**src/rtl/eaud_pkg.sv**
```systemverilog
// ----------------------------------------------------------------------------
// eaud_pkg: shared types and constants of the escaped ASCII decoder
// Escape decoder modes, result status codes and the character codes it tests.
// ----------------------------------------------------------------------------
package eaud_pkg;

    // Decoder mode; codes 6 and 9..15 are unused and decode as plain
    typedef enum logic [3:0] {
        MODE_PLAIN  = 4'd0,
        MODE_BSLASH = 4'd1,
        MODE_HEX0   = 4'd2,
        MODE_HEX1   = 4'd3,
        MODE_HEX2   = 4'd4,
        MODE_HEX3   = 4'd5,
        MODE_OCT1   = 4'd7,
        MODE_OCT2   = 4'd8
    } t_mode;

    typedef enum logic [1:0] {
        STATUS_OK        = 2'd0,
        STATUS_INVALID   = 2'd1,
        STATUS_TRUNCATED = 2'd2
    } t_status;

    localparam logic [7:0] CHAR_BACKSLASH = 8'h5C;
    localparam logic [7:0] CHAR_UPPER_U   = 8'h55;
    localparam logic [7:0] CHAR_LOWER_U   = 8'h75;
    localparam logic [7:0] CHAR_DIGIT_0   = 8'h30;
    localparam logic [7:0] CHAR_DIGIT_9   = 8'h39;
    localparam logic [7:0] ASCII_LIMIT    = 8'h80;
    localparam logic [3:0] HEX_LETTER_OFS = 4'd9;   // 'A' (low nibble 1) -> 10

endpackage

```
**src/rtl/escaped_ascii_to_utf16_decoder_unit.sv**
```systemverilog
// ----------------------------------------------------------------------------
// escaped_ascii_to_utf16_decoder_unit: backslash escape decoder to UTF-16
// Takes one byte per transaction and produces at most one code unit result.
// ----------------------------------------------------------------------------
// The unit takes one byte of an escaped 7-bit string per input transaction,
// with i_end_of_string marking the final byte, and returns UTF-16 code units.
// Plain bytes below 0x80 pass straight through; a backslash followed by u or
// U opens four hex digits (either case); a backslash followed by a decimal
// digit opens a three digit escape combined as (value << 3) | digit, where
// 8 and 9 are ORed in as they stand; a double backslash yields a backslash.
// Any other byte after a backslash, a bad digit inside an escape, or a byte
// of 0x80 or above flags an error, after which the rest of the string is
// swallowed. The final byte always yields exactly one result with o_last
// set: status 1 if an error was seen, status 2 if an escape was left open,
// otherwise status 0 with the completed unit. Bytes that complete nothing
// give no result. Throughput is one byte per clock while the result register
// can take it: the decode is a single combinational step from the input port into
// the result register, and a new byte is taken whenever that register is
// empty or is being emptied in the same cycle. All decoder state clears
// after each final byte.
module escaped_ascii_to_utf16_decoder_unit
    import eaud_pkg::*;
(
    input  logic        i_clk,
    input  logic        i_rst_n,
    // input channel
    input  logic        i_in_valid,
    output logic        o_in_ready,
    input  logic [7:0]  i_in_byte,
    input  logic        i_end_of_string,
    // result channel
    output logic        o_out_valid,
    input  logic        i_out_ready,
    output logic        o_has_unit,
    output logic [15:0] o_code_unit,
    output logic [1:0]  o_status,
    output logic        o_last
);

    // decoder state
    t_mode       r_mode;
    t_mode       n_mode;
    logic [15:0] r_acc;
    logic [15:0] n_acc;
    logic        r_err;
    logic        n_err;

    // result register
    logic        r_out_valid;
    logic        r_has_unit;
    logic [15:0] r_code_unit;
    t_status     r_status;
    logic        r_last;
    logic        n_has_unit;
    logic [15:0] n_code_unit;
    t_status     n_status;

    logic        in_take;
    logic        emit;
    logic        bad;
    logic        is_dec;
    logic        is_hex_letter;
    logic        is_hex;
    logic [3:0]  hex_val;

    // result register frees up in the same cycle it is read out
    assign o_in_ready = !r_out_valid || i_out_ready;
    assign in_take    = i_in_valid && o_in_ready;

    // character classes
    assign is_dec = (i_in_byte >= CHAR_DIGIT_0) && (i_in_byte <= CHAR_DIGIT_9);
    // 'A'..'F' or 'a'..'f': high bits 010/011, then 00 and 1..6
    assign is_hex_letter = (i_in_byte[7:6] == 2'b01) && (i_in_byte[4:3] == 2'b00)
                        && (i_in_byte[2:0] != 3'd0) && (i_in_byte[2:0] != 3'd7);
    assign is_hex  = is_dec || is_hex_letter;
    assign hex_val = is_dec ? i_in_byte[3:0] : (i_in_byte[3:0] + HEX_LETTER_OFS);

    // next state and result
    always_comb begin
        n_mode = r_mode;
        n_acc  = r_acc;
        n_err  = r_err;
        emit   = 1'b0;
        bad    = 1'b0;

        if (!r_err) begin
            case (r_mode)
                MODE_BSLASH: begin
                    if (i_in_byte == CHAR_UPPER_U || i_in_byte == CHAR_LOWER_U) begin
                        n_mode = MODE_HEX0;
                        n_acc  = '0;
                    end else if (is_dec) begin
                        n_mode = MODE_OCT1;
                        n_acc  = {12'd0, i_in_byte[3:0]};
                    end else if (i_in_byte == CHAR_BACKSLASH) begin
                        n_mode = MODE_PLAIN;
                        n_acc  = {8'd0, CHAR_BACKSLASH};
                        emit   = 1'b1;
                    end else begin
                        bad = 1'b1;
                    end
                end
                MODE_HEX0, MODE_HEX1, MODE_HEX2, MODE_HEX3: begin
                    if (is_hex) begin
                        n_acc = {r_acc[11:0], hex_val};
                        case (r_mode)
                            MODE_HEX0: n_mode = MODE_HEX1;
                            MODE_HEX1: n_mode = MODE_HEX2;
                            MODE_HEX2: n_mode = MODE_HEX3;
                            default: begin
                                n_mode = MODE_PLAIN;
                                emit   = 1'b1;
                            end
                        endcase
                    end else begin
                        bad = 1'b1;
                    end
                end
                MODE_OCT1, MODE_OCT2: begin
                    if (is_dec) begin
                        // digit ORed in, so 8 and 9 overlap the shifted bits
                        n_acc = {r_acc[12:0], 3'd0} | {12'd0, i_in_byte[3:0]};
                        if (r_mode == MODE_OCT1) begin
                            n_mode = MODE_OCT2;
                        end else begin
                            n_mode = MODE_PLAIN;
                            emit   = 1'b1;
                        end
                    end else begin
                        bad = 1'b1;
                    end
                end
                default: begin
                    // plain mode, and any unused code
                    n_mode = MODE_PLAIN;
                    if (i_in_byte == CHAR_BACKSLASH) begin
                        n_mode = MODE_BSLASH;
                    end else if (i_in_byte < ASCII_LIMIT) begin
                        n_acc = {8'd0, i_in_byte};
                        emit  = 1'b1;
                    end else begin
                        bad = 1'b1;
                    end
                end
            endcase
        end

        if (bad) begin
            n_err  = 1'b1;
            n_mode = MODE_PLAIN;
            emit   = 1'b0;
        end

        // result fields
        if (n_err) begin
            n_status = STATUS_INVALID;
        end else if (!emit) begin
            n_status = STATUS_TRUNCATED;
        end else begin
            n_status = STATUS_OK;
        end
        if (!i_end_of_string) begin
            n_status = STATUS_OK;
        end
        n_has_unit  = (n_status == STATUS_OK);
        n_code_unit = (n_status == STATUS_OK) ? n_acc : 16'd0;

        // string closed: back to reset state
        if (i_end_of_string) begin
            n_mode = MODE_PLAIN;
            n_acc  = '0;
            n_err  = 1'b0;
        end
    end

    // state registers
    always_ff @(posedge i_clk) begin
        if (!i_rst_n) begin
            r_mode <= MODE_PLAIN;
            r_acc  <= '0;
            r_err  <= 1'b0;
        end else if (in_take) begin
            r_mode <= n_mode;
            r_acc  <= n_acc;
            r_err  <= n_err;
        end
    end

    // result valid: a unit completed, or the string closed
    always_ff @(posedge i_clk) begin
        if (!i_rst_n) begin
            r_out_valid <= 1'b0;
        end else if (in_take) begin
            r_out_valid <= emit || i_end_of_string;
        end else if (i_out_ready) begin
            r_out_valid <= 1'b0;
        end
    end

    // result payload
    always_ff @(posedge i_clk) begin
        if (in_take) begin
            r_has_unit  <= n_has_unit;
            r_code_unit <= n_code_unit;
            r_status    <= n_status;
            r_last      <= i_end_of_string;
        end
    end

    assign o_out_valid = r_out_valid;
    assign o_has_unit  = r_has_unit;
    assign o_code_unit = r_code_unit;
    assign o_status    = r_status;
    assign o_last      = r_last;

endmodule

```
**config.mk**
```make
export PLATFORM = sky130hd
export DESIGN_NAME = escaped_ascii_to_utf16_decoder_unit
export DESIGN_NICKNAME = d
export VERILOG_FILES = /design/src/rtl/eaud_pkg.sv /design/src/rtl/escaped_ascii_to_utf16_decoder_unit.sv
export SDC_FILE = /design/constraint.sdc
export NUM_CORES = 1
export LEC_CHECK = 0
export ABC_AREA = 1
export BUFFER_PORTS_ARGS = -buffer_cell sky130_fd_sc_hd__buf_4
export CORE_MARGIN = 4
export CORE_UTILIZATION = 30
export DETAILED_ROUTE_END_ITERATION = 16
export GPL_TIMING_DRIVEN = 0
export PLACE_DENSITY = 0.58
export SLEW_MARGIN = 25
export SYNTH_ARGS = -nofsm -noshare
export SYNTH_HDL_FRONTEND = slang
export SYNTH_SLANG_ARGS = --single-unit
```
**constraint.sdc**
```tcl
create_clock -name i_clk -period 2.5 [get_ports i_clk]
set_clock_uncertainty 0.1 [all_clocks]
set_input_delay 0.25 -clock i_clk [delete_from_list [all_inputs] [get_ports i_clk]]
set_output_delay 0.25 -clock i_clk [all_outputs]
set_load 0.005 [all_outputs]
```
==> impl_results.html <==
<table>
<tr><th>Metric</th><th>Value</th></tr>
<tr><th colspan="2">Run status</th></tr>
<tr><td>Outcome</td><td>completed</td></tr>
<tr><th colspan="2">Timing</th></tr>
<tr><td>Final number of hold-violating endpoints</td><td>0</td></tr>
<tr><td>Clock period minus worst slack</td><td>2.16 ns</td></tr>
<tr><td>Part of the cycle the worst path needs</td><td>0.865</td></tr>
<tr><td>Total setup violations reported at the end of the flow</td><td>0</td></tr>
<tr><td>Accumulated negative setup slack</td><td>0 ns</td></tr>
<tr><td>Hold WS</td><td>0.0987 ns</td></tr>
<tr><td>Unrepaired setup endpoints after global routing</td><td>no</td></tr>
<tr><td>Number of pins exceeding their max-slew limit in the final report</td><td>0</td></tr>
<tr><td>Highest clock frequency the design can meet</td><td>463 MHz</td></tr>
<tr><td>Worst-case headroom to the max-slew limit</td><td>0.438</td></tr>
<tr><td>Transition time at the pin with the least slew margin</td><td>0.843 ns</td></tr>
<tr><th colspan="2">Worst setup path</th></tr>
<tr><td>Critical path data required time</td><td>2.63 ns</td></tr>
<tr><td>Start of the worst register-to-register path</td><td>o_out_valid</td></tr>
<tr><td>CP Class</td><td>register to register</td></tr>
<tr><td>Crit-path max FO</td><td>10</td></tr>
<tr><td>Startpoint Class</td><td>register</td></tr>
<tr><td>Critical Path End Type</td><td>register</td></tr>
<tr><td>R2R setup slack</td><td>0.34 ns</td></tr>
<tr><td>Data arrival time of the critical path</td><td>2.29 ns</td></tr>
<tr><td>Critical Path Sink</td><td>r_acc[9]</td></tr>
<tr><td>Depth of the worst register-to-register path</td><td>6</td></tr>
<tr><td>Worst setup path start</td><td>o_out_valid</td></tr>
<tr><td>Endpoint of the worst register-to-register path</td><td>r_acc[9]</td></tr>
<tr><th colspan="2">Global route</th></tr>
<tr><td>Pin count of the biggest net entering global routing</td><td>22</td></tr>
<tr><td>Overflow after GRT</td><td>0</td></tr>
<tr><td>Total track usage</td><td>0.139</td></tr>
<tr><td>Antenna violations before repair</td><td>0</td></tr>
<tr><td>Number of global-route vias before repair</td><td>2625</td></tr>
<tr><td>First-pass GRT wire length</td><td>12800 µm</td></tr>
<tr><th colspan="2">Floorplanning</th></tr>
<tr><td>Chip width</td><td>105 µm</td></tr>
<tr><td>Number of rows created at floorplan</td><td>35</td></tr>
<tr><td>Starting Density</td><td>0.307</td></tr>
<tr><td>Die Outline Area</td><td>0.0111 mm²</td></tr>
<tr><td>Vert. Die Dim</td><td>105 µm</td></tr>
<tr><td>Number of top-level pins</td><td>35</td></tr>
<tr><td>Area of the core</td><td>0.00924 mm²</td></tr>
<tr><th colspan="2">Synth</th></tr>
<tr><td>Flip-flop and latch count after synthesis</td><td>42</td></tr>
<tr><td>Largest area contributor in the synthesized netlist</td><td>sky130_fd_sc_hd__edfxtp_1</td></tr>
<tr><td>Synthesized area per cell</td><td>6.97 µm²</td></tr>
<tr><td>Post-synthesis sequential area ratio</td><td>0.367</td></tr>
<tr><td>Synthesized instance count</td><td>407</td></tr>
<tr><td>Post-synth EDFFs</td><td>20</td></tr>
<tr><td>Yosys warns</td><td>0</td></tr>
<tr><td>Syn Std Cell Area</td><td>0.00284 mm²</td></tr>
<tr><td>Top cells by area, synth</td><td>sky130_fd_sc_hd__edfxtp_1 21%, sky130_fd_sc_hd__nand2_1 18%, sky130_fd_sc_hd__dfxtp_1 16%</td></tr>
<tr><td>Syn_nets</td><td>425</td></tr>
<tr><td>Top-area cell type share of the netlist area</td><td>0.212</td></tr>
<tr><td>Primary FF master, synth</td><td>sky130_fd_sc_hd__dfxtp_1</td></tr>
<tr><td>Number of different library cells in the post-synthesis netlist</td><td>38</td></tr>
<tr><td>Share of flip-flops with an asynchronous set or reset after synthesis</td><td>0</td></tr>
<tr><th colspan="2">Clocking</th></tr>
<tr><td>Maximum clock insertion buffer count</td><td>2</td></tr>
<tr><td>H-tree depth reported by CTS</td><td>2</td></tr>
<tr><td>TritonCTS clock tree</td><td>built</td></tr>
<tr><td>Post-CTS Hold Fix Bufs</td><td>0</td></tr>
<tr><td>CTS buffer count</td><td>5</td></tr>
<tr><td>Clock root buffer</td><td>sky130_fd_sc_hd__clkbuf_8</td></tr>
<tr><td>Gates resized, CTS repair</td><td>0</td></tr>
<tr><td>Post-CTS Setup Bufs</td><td>0</td></tr>
<tr><td>Clock-pin slew reported for the worst setup and hold paths after clock tree synthesis</td><td>0.08 ns</td></tr>
<tr><td>Latest clock arrival within the worst-skew pair</td><td>0.29 ns</td></tr>
<tr><td>Sink count of the clock tree</td><td>42</td></tr>
<tr><th colspan="2">Placement</th></tr>
<tr><td>Buffers on Ports</td><td>34</td></tr>
<tr><td>Estimated wirelength of the detail-placed design</td><td>5810 µm</td></tr>
<tr><td>Final RePlAce weighted congestion</td><td>0.895</td></tr>
<tr><th colspan="2">Power</th></tr>
<tr><td>Leakage power</td><td>1.42 nW</td></tr>
<tr><td>Peak supply drop</td><td>0.220 mV</td></tr>
<tr><td>Cell area power density</td><td>504 mW/mm²</td></tr>
<tr><th colspan="2">Routing</th></tr>
<tr><td>Final wirelength</td><td>7620 µm</td></tr>
<tr><td>Drt wl/cell</td><td>13.2 µm</td></tr>
<tr><td>Number of vias per cell after detailed routing</td><td>4.88</td></tr>
<tr><td>Drt initial violations</td><td>207</td></tr>
<tr><td>DRC</td><td>0</td></tr>
<tr><td>Final antenna-violating net count</td><td>0</td></tr>
<tr><td>First-pass detailed-route iteration total</td><td>5</td></tr>
<tr><td>Number of vias after detailed routing</td><td>2818</td></tr>
<tr><th colspan="2">Cells and area</th></tr>
<tr><td>Layout-stage area growth over the synthesis result</td><td>18.6%</td></tr>
<tr><td>Filler Cells Inserted</td><td>985</td></tr>
<tr><td>Ant. Diodes</td><td>0</td></tr>
<tr><td>Number of nets in the layout</td><td>466</td></tr>
<tr><td>Share of final-layout standard cells stronger than drive strength 1</td><td>0.192</td></tr>
<tr><th colspan="2">Flow run</th></tr>
<tr><td>Maximum capacitance violations</td><td>0</td></tr>
<tr><th colspan="2">Worst hold path</th></tr>
<tr><td>Class of the worst hold path</td><td>primary input to register</td></tr>
</table>
-- layer usage --
metal / routed length, µm / track usage
met1: 3620 / 0.196
met2: 3420 / 0.218
met3: 495 / 0.0190
met4: 78 / 0.0422
met5: 0 / 0
-- critical path: stages, from the launching register on --
cell and delay [ns]:
sky130_fd_sc_hd__dfxtp_1 0.32, sky130_fd_sc_hd__nand2_1 0.10, sky130_fd_sc_hd__nand2_1 0.28, sky130_fd_sc_hd__nor2_1 0.58, sky130_fd_sc_hd__clkbuf_1 0.44, sky130_fd_sc_hd__nand2_1 0.12, sky130_fd_sc_hd__a21oi_1 0.15
-- flip-flops by register name, indices dropped and copies added (netlist names) --
name and flops:
o_status 2, o_out_valid 1, o_code_unit 16, r_acc 16
o_last 1, r_mode 4, r_err 1, o_has_unit 1
-- power breakdown --
group	total (mW)	switching, mW	leakage [nW]	internal (mW)
Sequential	0.784	0.0199	0.380	0.764
Clock	0.518	0.232	0.0566	0.286
Combinational	0.395	0.253	0.983	0.141
-- cell families (layout without fill, tap and decap cells) --
group / after synthesis / after routing / share of synthesized area
fa+ha+maj: 5 / 5 / 0.0221
simple gates: 231 / 231 / 0.367
xor+xnor: 1 / 1 / 0.00309
buf+inv: 56 / 98 / 0.0834
compound gates: 72 / 72 / 0.157
flops: 42 / 42 / 0.367
-- cells in the mapped netlist, drive strengths merged (4+ instances only) --
master	count
nand2	148
inv	44
a21oi	41
nand3	39
nor2	30
dfxtp	22
edfxtp	20
o21ai	12
buf	7
nand4	7
o22ai	7
a31oi	6
ha	5
clkbuf	4
nor3	4
-- stage by stage --
step                       util  power (mW)  instances  setup slack (ns)  instance area [µm²]
after global routing      0.364        1.78        578             0.135                 3360
final                     0.364        1.70        578             0.338                 3360
after floorplan               -        1.05        407             0.545                 2840
after CTS                 0.364        1.70        578             0.355                 3360
after global placement    0.352        1.19        570             0.149                 3250
after detailed placement  0.352        1.19        570             0.115                 3250
-- placed cells by master, fill, tap and decap left out, types with 3 or more instances in the layout --
cell type and instances:
sky130_fd_sc_hd__a31oi_1 6, sky130_fd_sc_hd__o21ai_0 10, sky130_fd_sc_hd__buf_4 35, sky130_fd_sc_hd__buf_2 5, sky130_fd_sc_hd__ha_1 5, sky130_fd_sc_hd__o22ai_1 7, sky130_fd_sc_hd__nand2_1 136, sky130_fd_sc_hd__dfxtp_1 22
sky130_fd_sc_hd__nand2_4 4, sky130_fd_sc_hd__inv_2 3, sky130_fd_sc_hd__nand4_1 7, sky130_fd_sc_hd__a21oi_2 10, sky130_fd_sc_hd__nand3_1 36, sky130_fd_sc_hd__edfxtp_1 20, sky130_fd_sc_hd__nor3_1 4, sky130_fd_sc_hd__inv_1 39
sky130_fd_sc_hd__clkbuf_8 6, sky130_fd_sc_hd__a21oi_1 30, sky130_fd_sc_hd__clkbuf_1 5, sky130_fd_sc_hd__nand2_2 8, sky130_fd_sc_hd__nor2_2 5, sky130_fd_sc_hd__nor2_1 24
-- cell type report --
class	instances	area, µm²	area share
Inverter	45	174	0.0517
Timing Repair Buffer	34	255	0.0759
Multi-Input combinational cell	309	1560	0.463
Tap cell	129	161	0.0480
Buffer	11	62.6	0.0186
Sequential cell	42	1040	0.309
Clock buffer	8	111	0.0331
-- how the worst min path moves through the flow --
stage / cells past startpoint / start / to
5_1_grt: 1 / i_end_of_string / o_last
2_1_floorplan: 0 / i_end_of_string / o_last
4_1_cts: 1 / i_end_of_string / o_last
3_3_place_gp: 2 / r_acc[15] / r_acc[15]
3_5_place_dp: 2 / r_acc[15] / r_acc[15]
6_report: 1 / i_end_of_string / o_last
Note: power is estimated with default switching activity, not from simulation.
